File: config.mk
export PLATFORM = sky130hd
export DESIGN_NAME = fcs_cell
export DESIGN_NICKNAME = d
export VERILOG_FILES = /design/src/hw/rtl/fcs_pkg.sv /design/src/hw/rtl/fcs_cell.sv
export SDC_FILE = /design/constraint.sdc
export NUM_CORES = 1
export LEC_CHECK = 0
export ABC_AREA = 1
export BUFFER_PORTS_ARGS = -buffer_cell sky130_fd_sc_hd__buf_2
export CORE_MARGIN = 4
export CORE_UTILIZATION = 43
export DETAILED_ROUTE_END_ITERATION = 10
export PLACE_DENSITY = 0.78
export SLEW_MARGIN = 20
export SYNTH_ARGS = -nofsm -noshare
export SYNTH_HDL_FRONTEND = slang
export SYNTH_SLANG_ARGS = --single-unit
File: constraint.sdc
create_clock -name i_clk -period 0.8 [get_ports i_clk]
set_input_delay 0.04 -clock i_clk [delete_from_list [all_inputs] [get_ports i_clk]]
set_output_delay 0.04 -clock i_clk [all_outputs]
set_load 0.005 [all_outputs]
File: src/hw/rtl/fcs_pkg.sv
// ----------------------------------------------------------------------------
// fcs_pkg: shared types and constants of the FIR convolution stream
// Field widths, register indexes, item function codes and control structs.
// ----------------------------------------------------------------------------
package fcs_pkg;

    localparam int DEF_MAX_TAPS = 64;

    localparam int VALUE_W    = 16;
    localparam int IDX_W      = 6;
    localparam int SUM_W      = 38;
    localparam int PROD_W     = 32;
    localparam int TAPS_CFG_W = 7;
    localparam int CFG_IDX_W  = 1;
    localparam int CFG_DATA_W = 7;

    localparam logic [CFG_IDX_W-1:0]  CFG_TAPS  = 1'b0;
    localparam logic [CFG_IDX_W-1:0]  CFG_SHAPE = 1'b1;
    localparam logic [TAPS_CFG_W-1:0] TAPS_RST  = 7'd64;

    localparam logic FUNC_COEF   = 1'b0;
    localparam logic FUNC_SAMPLE = 1'b1;

    typedef struct packed {
        logic shift;
        logic rotate;
        logic clear;
    } t_ring_ctl;

    typedef struct packed {
        logic clear;
        logic mul_en;
    } t_mac_ctl;

endpackage

File: src/hw/rtl/fcs_cell.sv
// ----------------------------------------------------------------------------
// fcs_cell: one tap cell of the coefficient/sample ring
// Holds one coefficient and one delayed sample. Samples shift toward the tail
// on a new input or a tail step; both values rotate toward the head in a walk.
// ----------------------------------------------------------------------------
module fcs_cell import fcs_pkg::*; (
    input  logic                      i_clk,
    input  logic                      i_rst_n,
    input  t_ring_ctl                 i_ctl,
    input  logic                      i_coef_we,
    input  logic signed [VALUE_W-1:0] i_coef_wdata,
    input  logic signed [VALUE_W-1:0] i_left_sample,
    input  logic signed [VALUE_W-1:0] i_right_coef,
    input  logic signed [VALUE_W-1:0] i_right_sample,
    output logic signed [VALUE_W-1:0] o_coef,
    output logic signed [VALUE_W-1:0] o_sample
);

    logic signed [VALUE_W-1:0] r_coef;
    logic signed [VALUE_W-1:0] r_sample;

    always_ff @(posedge i_clk) begin
        if (!i_rst_n) begin
            r_coef <= '0;
        end else if (i_coef_we) begin
            r_coef <= i_coef_wdata;
        end else if (i_ctl.rotate) begin
            r_coef <= i_right_coef;
        end
    end

    always_ff @(posedge i_clk) begin
        if (!i_rst_n) begin
            r_sample <= '0;
        end else if (i_ctl.clear) begin
            r_sample <= '0;
        end else if (i_ctl.shift) begin
            r_sample <= i_left_sample;
        end else if (i_ctl.rotate) begin
            r_sample <= i_right_sample;
        end
    end

    assign o_coef   = r_coef;
    assign o_sample = r_sample;

endmodule

==> run metrics <==
Leakage=1.44 nW; clk buf depth=2; Worst Skew=0 ns; required time of the critical path=0.76 ns; Relative slew margins=75.2%; num rows=22; worst-skew pair later-pin latency=0.28 ns; drt pass-1 iters=4; nets=417; CP arrival=0.75 ns; largest net degree at the start of global routing=17; CTS buffer count=5; die height=69.9 um; CTS clk-pin slew, worst paths=0.07 ns; Fmax achieved=1.27 GHz; Post-Route WL=4560 um; CTS root buffer=clkbuf_8; Num Clock Sinks=32; die width=69.9 um; Post-Layout Inst Area=2280 um2; worst path bufs/invs=1; post-synthesis instance total=245; PwrDens=1720 nW/um2; Max stage delay on crit path=0.34 ns; hold crit path type=in -> reg; CP Capture Type=output pin; mux contribution to synthesized area=0%; simple-gate share of the synthesized area=44.4%; Area growth, synth to finish=38.2%; vias per cell=4.72; xor-xnor portion of the synthesized cell area=0%; Slew @ Worst Pin=0.371 ns; VDD IR-drop max=0.885 mV; gr ovfl total=0; area of the core=3690 um2; IO Pins=102; HPWL after DPL=3440 um; Top Family by Delay on Critical Path=flip-flops; outcome=complete, no violations; CP Launch Type=flop; share of cells above drive strength 1=39.4%; Syn Area/Cell=6.73 um2; Util after Layout=61.7%; worst path cell trace=buf_2; Post-DRT Antenna Nets=0; compound-gate portion of the synthesized area=0%; Synth Area in Adders=0%; register area share after synthesis=38.9%; Final Wtd Congestion=0.801; die area=4890 um2; Netlist Area Pre-Place=1650 um2; Fin. Hold Viols=0; IO Port Bufs=101; routed len/inst=11.5 um; final setup vio count=0; most common cell after layout, fill and taps aside=buf_2; H-tree Lvls=2; All-Layer GR Usage=18.5%; Mapped Nets=315; DRC Markers=0; synthesized flop and latch total=32; initial antenna violation count=0; vias=1,868; main combinational cell family by area after synthesis=simple AND/OR/NAND/NOR gates; crit path kind=reg -> out; global-route wire length before repair=7380 um; Setup Buffers After CTS=0; minimum clock period=0.787 ns; Tot Pwr=0.00391 W; vias in the first global route=1,758; Warnings, synthesis=0; Placed Instance Area=2150 um2; fin. max-slew vios=0; final period utilization=98.4%; worst-path maximum fanout=2; CP max stage cell=dfxtp_1; drt first-iter violations=93; diode count=0; post-synth cell types=11; Max-cap violations=0; most frequent cells in the layout=buf_2 (101), nand2_1 (96), nand3_1 (64); CTS tree=done; Starting Density=44.7%
-- cell families (layout without fill, tap and decap cells) --
group / after synthesis / count (layout)
simple gates: 163 / 163
buf+inv: 50 / 153
flops: 32 / 32
-- cell usage after synthesis, drive strengths merged --
cell	n	area share, %
nand2	96	22
nand3	64	19
nor2	3	3.1
buf	15	8.6
dfxtp	32	39
inv	35	8.1
-- state kept, by name (all words and copies together) (netlist names) --
register,flops
o_coef,16
o_sample,16
-- what timing repair did --
action	in CTS	in global routing
hold buffers	0	0
hold endpoints to repair	0	0
setup endpoints to repair	0	14
resized for setup	0	14
-- final timing paths --
check,from,endpoint,slack (ns),cells past startpoint
worst max-delay path,o_coef[8],o_coef[8],0.01,1
worst min-delay path,i_left_sample[2],o_sample[2],0.05,5
worst max register to register,o_sample[12],o_sample[12],0.15,4
worst min register to register,o_sample[7],o_sample[7],0.53,4
-- power by group --
part / total, W / switching (W) / internal, W / leakage [nW]
Combinational: 0.000683 / 0.000352 / 0.000331 / 1.11
Clock: 0.00150 / 0.000573 / 0.000923 / 0.0552
Sequential: 0.00173 / 0.0000411 / 0.00169 / 0.269
Total: 0.00391 / 0.000966 / 0.00294 / 1.44
-- routing by layer --
layer / track usage [%] / up-vias / part of all wire [%]
li1: - / 957 / -
met1: 21.5 / 824 / 41
met2: 31.7 / 78 / 47
met3: 4.89 / 9 / 8.9
met4: 8.30 / 0 / 2.2
met5: 0 / - / 0
-- stage by stage --
stage                     hold WS [ns]  setup slack [ns]  instances  setup TNS (ns)
after floorplan                  0.198             0.135        245               0
after global placement           0.332           -0.0809        388           -1.80
after detailed placement         0.339            -0.107        388           -2.48
after CTS                       0.0400            0.0107        396               0
after global routing            0.0601           -0.0151        396         -0.0151
final                           0.0482            0.0128        396               0
-- cell type report --
type,instances,area [um2]
repair buffers,110,586
well taps,48,60.1
fillers,382,1410
multi-input cells,163,732
clock buffers,6,72.6
inverters,35,134
clock inverters,2,35.0
flip-flops and latches,32,658
Note: power is estimated with default switching activity, not from simulation.
