<file path="src/hw/rtl/fcs_pkg.sv">
// ----------------------------------------------------------------------------
// fcs_pkg: shared types and constants of the FIR convolution stream
// Field widths, register indexes, item function codes and control structs.
// ----------------------------------------------------------------------------
package fcs_pkg;

    localparam int DEF_MAX_TAPS = 64;

    localparam int VALUE_W    = 16;
    localparam int IDX_W      = 6;
    localparam int SUM_W      = 38;
    localparam int PROD_W     = 32;
    localparam int TAPS_CFG_W = 7;
    localparam int CFG_IDX_W  = 1;
    localparam int CFG_DATA_W = 7;

    localparam logic [CFG_IDX_W-1:0]  CFG_TAPS  = 1'b0;
    localparam logic [CFG_IDX_W-1:0]  CFG_SHAPE = 1'b1;
    localparam logic [TAPS_CFG_W-1:0] TAPS_RST  = 7'd64;

    localparam logic FUNC_COEF   = 1'b0;
    localparam logic FUNC_SAMPLE = 1'b1;

    typedef struct packed {
        logic shift;
        logic rotate;
        logic clear;
    } t_ring_ctl;

    typedef struct packed {
        logic clear;
        logic mul_en;
    } t_mac_ctl;

endpackage

</file>
<file path="src/hw/rtl/fcs_mac.sv">
// ----------------------------------------------------------------------------
// fcs_mac: multiply-accumulate at the head of the ring
// Registered 16x16 product, then a 38-bit wrapping accumulator.
// ----------------------------------------------------------------------------
module fcs_mac import fcs_pkg::*; (
    input  logic                      i_clk,
    input  logic                      i_rst_n,
    input  t_mac_ctl                  i_ctl,
    input  logic signed [VALUE_W-1:0] i_coef,
    input  logic signed [VALUE_W-1:0] i_sample,
    output logic signed [SUM_W-1:0]   o_acc
);

    logic signed [PROD_W-1:0] r_prod;
    logic                     r_pv;
    logic signed [SUM_W-1:0]  r_acc;

    always_ff @(posedge i_clk) begin
        r_prod <= PROD_W'(i_coef) * PROD_W'(i_sample);
    end

    always_ff @(posedge i_clk) begin
        if (!i_rst_n) begin
            r_pv <= 1'b0;
        end else if (i_ctl.clear) begin
            r_pv <= 1'b0;
        end else begin
            r_pv <= i_ctl.mul_en;
        end
    end

    always_ff @(posedge i_clk) begin
        if (!i_rst_n) begin
            r_acc <= '0;
        end else if (i_ctl.clear) begin
            r_acc <= '0;
        end else if (r_pv) begin
            r_acc <= r_acc + SUM_W'(r_prod);
        end
    end

    assign o_acc = r_acc;

endmodule
</file>
<file path="config.mk">
export PLATFORM = sky130hd
export DESIGN_NAME = fcs_mac
export DESIGN_NICKNAME = d
export VERILOG_FILES = /design/src/hw/rtl/fcs_pkg.sv /design/src/hw/rtl/fcs_mac.sv
export SDC_FILE = /design/constraint.sdc
export NUM_CORES = 1
export LEC_CHECK = 0
export BUFFER_PORTS_ARGS = -buffer_cell sky130_fd_sc_hd__buf_2
export CAP_MARGIN = 15
export CORE_MARGIN = 2
export CORE_UTILIZATION = 35
export DETAILED_ROUTE_END_ITERATION = 12
export GPL_ROUTABILITY_DRIVEN = 0
export PLACE_DENSITY = 0.55
export SETUP_SLACK_MARGIN = 0.1
export SLEW_MARGIN = 5
export SYNTH_ARGS = -nofsm -noshare
export SYNTH_HDL_FRONTEND = slang
export SYNTH_SLANG_ARGS = --single-unit
</file>
<file path="constraint.sdc">
create_clock -name i_clk -period 23 [get_ports i_clk]
set_clock_uncertainty 0.05 [all_clocks]
set_input_delay 6.9 -clock i_clk [delete_from_list [all_inputs] [get_ports i_clk]]
set_output_delay 6.9 -clock i_clk [all_outputs]
set_load 0.05 [all_outputs]
</file>
==> run metrics, run 1 <==
Final ANT Viol Nets 0; Via Count 9960; hold buffer count at CTS 0; Layout Cells excl Fill 2064; final hold vios 0; synthesis warning total 0; Skew-Pair Late Insertion Delay 0.34 ns; most area-consuming cells after synthesis fa_1 (39%), ha_1 (11%), dfxtp_1 (10%); run status finished, final reports clean; GRT Total Usage 0.172; Initial Utilization 0.353; cell type with the highest aggregate area in the netlist fa_1; crit end category flop; setup total negative slack 0 ns; detailed placement HPWL 27700 um; CTS Buffer Depth 2; critical path's most frequent cell fa_1; Commonest cells post-synth inv_1 (297), fa_1 (263), nand2_1 (156), and2_1 (130), ha_1 (119); crit-path max cell delay 0.83 ns; unrepaired setup endpoints after global routing false; Syn Std Cell Area 0.0136 sq mm; WL/cell 16.2 um; sequential share of the synthesized area 0.105; Filler cells 3979; Clk pin slew, worst setup/hold paths 0.06 ns; final core occ 0.386; initial antenna violation count 0; CTS Buf Count 9; Hold Path Class reg -> reg; CP Data Required Time 23.21 ns; Yosys reg bits 71; Data arrival, critical path 13.05 ns; largest net degree at the start of global routing 36; critical-path cell list buf_2 > nand2_1 > inv_1 > fa_1 > fa_1 > fa_1 > fa_1 > fa_1 > inv_1 > fa_1 > inv_1 > ha_1 > a21oi_1 > o21ai_0 > a311o_1 > a31oi_2 > a21oi_1 > o41ai_2 > o21bai_1 > a21oi_1 > xnor2_1; crit path max-delay cell type fa_1; htree depth 3; multi-input logic area 0.0109 sq mm; postcts setup bufs 0; maxcap violations 0; Fmax 77.9 MHz; DRT iter0 DRCs 436; WP buf/inv 4; GRT Residual Overflow 0; I/O pin cnt 74; Via density 4.83; Crit Path Category in -> reg; Pre-antenna DRT Iters 5; Synth Flop Type dfxtp_1; Synth top area share 0.387; wire length reported by the detailed router 33500 um; cell count after placement 2048; crit path launch type input pin; die area 0.0404 sq mm; Yosys cell types 60; width of the die 201 um; Clock Root Buffer clkbuf_16; CTS sink cnt 71; ANT cells 0; CTS tree done; Tcrit/Tclk final 0.558; Mean Syn Cell Area 9.06 sq um; Top delay family on crit path adder cells; Rows 72; final slew viol count 0; number of global-route vias before repair 10600; most instantiated library cell after synthesis inv_1; die height 201 um; CTS resizes 0; Port Buf Inserts 73; CP max FO 16; NumNets Final 1959; relative slew slack 0.558; synthesized instance count 1500; Post-synth EDFFs 0; share of async-settable or async-resettable flops after synthesis 0; share of cells above drive strength 1 0.0724; core area 0.0385 sq mm; Final setup viols 0; Area Overhead vs Synth 9.08%; storage element area 0.00142 sq mm; minimum clock period 12.84 ns; global-route wire length before repair 55700 um; worst-margin pin slew 0.662 ns; drc violations 0; Net Count, Synth 1918
## layout make-up
| type | count | share of cell area |
|---|---|---|
| Sequential cell | 71 | 0.0959 |
| Tap cell | 518 | 0.0437 |
| Multi-Input combinational cell | 1086 | 0.734 |
| Inverter | 297 | 0.0752 |
| Timing Repair Buffer | 76 | 0.0262 |
| Clock buffer | 9 | 0.0152 |
| Clock inverter | 7 | 0.00979 |
## layout by cell type, fill, tap and decap left out, types with 11 or more instances in the layout
master	instances
mux2i_1	18
nand2_1	156
fa_1	263
o21ai_0	45
a21oi_1	53
xor2_1	23
o21a_1	14
inv_1	297
and2_1	130
nor2_1	70
buf_2	73
dfxtp_1	70
xnor2_1	40
a21o_1	23
nand3_1	16
nor3_1	11
ha_1	119
## path summary, 6_finish.rpt
check	cells past startpoint	to	startpoint	slack, ns
worst max register to register	13	o_acc[36]	o_acc[0]	19.56
worst min-delay path	2	o_acc[36]	o_acc[36]	0.44
worst min register to register	2	o_acc[36]	o_acc[36]	0.44
worst max-delay path	21	r_prod[31]	i_sample[1]	10.16
## per-stage QoR
step	setup WS (ns)	hold slack, ns	cell area, sq um
after floorplan	10.36	0.501	13600
after global placement	9.97	0.415	14500
after detailed placement	9.82	0.419	14500
after CTS	10.16	0.435	14800
after global routing	9.86	0.476	14800
final	10.16	0.439	14800
## per-layer routing
metal | vias to the layer above | global-route usage | routed length (um)
met5 | - | 0 | 0
met4 | 0 | 0.0452 | 752
met3 | 40 | 0.0157 | 989
met2 | 189 | 0.300 | 16800
met1 | 4993 | 0.230 | 14900
li1 | 4738 | - | -
## worst min-delay path, delay by kind of cell, from the launching register on
kind	cells	cell delay, ns
DFF	1	0.34
AOI/OAI and AO/OA	1	0.05
and+or+nand+nor	1	0.06
## state kept, by name (all words and copies together), names as in the netlist
register,flops
o_acc,38
r_prod,32
r_pv,1
## kinds of logic (layout without fill, tap and decap cells)
group	Yosys count	count (layout)	share of synthesized area
simple gates	416	416	0.148
xor+xnor	63	63	0.0406
flops	71	71	0.105
fa+ha+maj	382	382	0.497
buf+inv	343	389	0.0947
mux	19	19	0.0141
compound gates	206	206	0.102
Power of run 1 is not shown: default switching activity piles up to over one toggle a cycle in this logic, so the estimate is an artifact.
==> inputs of run 2 (changes only) <==
--- a/config.mk
+++ b/config.mk
@@ -5,13 +5,14 @@
 export SDC_FILE = /design/constraint.sdc
 export NUM_CORES = 1
 export LEC_CHECK = 0
+export ABC_AREA = 1
 export BUFFER_PORTS_ARGS = -buffer_cell sky130_fd_sc_hd__buf_2
 export CAP_MARGIN = 15
 export CORE_MARGIN = 2
 export CORE_UTILIZATION = 35
 export DETAILED_ROUTE_END_ITERATION = 12
 export GPL_ROUTABILITY_DRIVEN = 0
-export PLACE_DENSITY = 0.55
+export PLACE_DENSITY = 0.54
 export SETUP_SLACK_MARGIN = 0.1
 export SLEW_MARGIN = 5
 export SYNTH_ARGS = -nofsm -noshare
==> constraint.sdc (replaced) <==
create_clock -name i_clk -period 12.3 [get_ports i_clk]
set_clock_uncertainty 0.05 [all_clocks]
set_input_delay 3.69 -clock i_clk [delete_from_list [all_inputs] [get_ports i_clk]]
set_output_delay 3.69 -clock i_clk [all_outputs]
set_load 0.05 [all_outputs]
==> run 2 against run 1 <==
Net effect: cell count grew 28%; core utilization shrank 0.70 points; die area increased by 11%; sequential share of layout area down 0.81 points; hold slack better by 0.0042 ns; final area up 9.2%; clock-buffer cell count up 1; critical path depth fell by 2; routed wire length grew 20%; flip-flop and latch count did not move; synthesized area increased by 11%; global-route usage increased by 1.9 points.
==> run metrics, run 2 <==
Clock Root Buffer clkbuf_16; Syn Std Cell Area 0.0151 sq mm; core area 0.0428 sq mm; Via Count 12300; share of cells above drive strength 1 0.0564; GRT Residual Overflow 0; Final setup viols 0; WL/cell 15.3 um; met3 wire length 1410 um; CTS Buffer Depth 2; most area-consuming cells after synthesis fa_1 (35%), inv_1 (14%), nand2_1 (12%); maxcap violations 0; final slew viol count 0; Skew-Pair Late Insertion Delay 0.34 ns; Final ANT Viol Nets 0; placed cell area 0.0159 sq mm; initial antenna violation count 0; detailed placement HPWL 34500 um; Pre-antenna DRT Iters 5; Layout Cells excl Fill 2637; run status finished, final reports clean; wire length on met2 19500 um; postcts setup bufs 0; CTS resizes 0; cell area after layout 0.0162 sq mm; Rows 76; DRT iter0 DRCs 663; CTS sink cnt 71; Clk pin slew, worst setup/hold paths 0.06 ns; Hold Path Class reg -> reg; I/O pin cnt 74; sequential share of the synthesized area 0.0943; minimum clock period 8.92 ns; die height 212 um; crit path launch type input pin; Synth top area share 0.349; unrepaired setup endpoints after global routing false; synthesized instance count 2071; reg2reg start o_acc[0]; Port Buf Inserts 73; final core occ 0.379; worst-margin pin slew 0.712 ns; htree depth 3; global-route wire length before repair 67600 um; Mean Syn Cell Area 7.28 sq um; most frequent cells in the layout inv_1 (543), nand2_1 (489), fa_1 (263); NumNets Final 2505; Post-synth EDFFs 0; Commonest cells post-synth inv_1 (543), nand2_1 (489), fa_1 (263), nor2_1 (194), ha_1 (119); most common cell after layout, fill and taps aside inv_1; Data arrival, critical path 9.11 ns; relative slew slack 0.525; wl on met1 18800 um; top layer used by detailed routing met4; Fmax 112 MHz; Net Count, Synth 2489; Tcrit/Tclk final 0.725; Synth Flop Type dfxtp_1; setup total negative slack 0 ns; width of the die 212 um; share of async-settable or async-resettable flops after synthesis 0; CP max FO 16; CP Launch Point i_coef[15]; most instantiated library cell after synthesis inv_1; Initial Utilization 0.352; Yosys cell types 43; wire length reported by the detailed router 40300 um; cell type with the highest aggregate area in the netlist fa_1; Via density 4.66; number of global-route vias before repair 13200; hold buffer count at CTS 0; CP Data Required Time 12.48 ns; crit end category flop; die area 0.0448 sq mm; Yosys reg bits 71; final hold vios 0; hold path start o_acc[0]; CTS Buf Count 9; Crit Path Category in -> reg; max reg flops 38; Filler cells 4565; cell count after placement 2622; Area Overhead vs Synth 7.43%; largest net degree at the start of global routing 61; GRT Total Usage 0.191; drc violations 0; ANT cells 0; synthesis warning total 0; CTS tree done
-- run 2: worst max-delay path, cell delays in order --
cell and delay, ns:
buf_2 0.30, nand2_1 0.15, inv_1 0.14, fa_1 0.57, fa_1 0.85, fa_1 0.52, fa_1 0.51, fa_1 0.50
inv_1 0.05, fa_1 0.48, inv_1 0.04, ha_1 0.33, a21o_1 0.21, a21oi_1 0.25, o221ai_1 0.16, a21oi_1 0.18
nand2_1 0.08, nand2_1 0.06, nand2_1 0.04
-- run 2: final timing paths --
check	to	slack (ns)	depth (start not counted)
worst max-delay path	r_prod[30]	3.38	19
worst min-delay path	o_acc[0]	0.44	2
worst max register to register	o_acc[32]	9.71	14
worst min register to register	o_acc[0]	0.44	2
-- run 2: final cells by class --
cell class                 count  area (sq um)  area share
multi-input combinational   1385         11300       0.699
inverter                     545          2050       0.126
sequential                    71          1420      0.0878
tap                          546           683      0.0422
timing repair buffer          75           380      0.0235
clock buffer                  10           239      0.0148
clock inverter                 5           106     0.00657
-- run 2: per-stage QoR --
stage	hold slack [ns]	setup WS [ns]
after global routing	0.485	2.90
after global placement	0.420	3.09
after detailed placement	0.441	2.99
after floorplan	0.537	3.41
after CTS	0.449	3.34
final	0.444	3.38
-- run 2: kinds of logic after synthesis --
group           Yosys count  share of synthesized area
xor+xnor                 53                     0.0308
fa+ha+maj               382                      0.448
simple gates            775                      0.204
compound gates          175                     0.0676
buf+inv                 615                      0.155
flops                    71                     0.0943
-- run 2: metal layers --
metal | GRT usage | up-vias
met5 | 0 | -
met2 | 0.340 | 224
met4 | 0.0333 | 0
li1 | - | 6075
met3 | 0.0169 | 41
met1 | 0.255 | 5944
Power of run 2 is left out for the same reason.
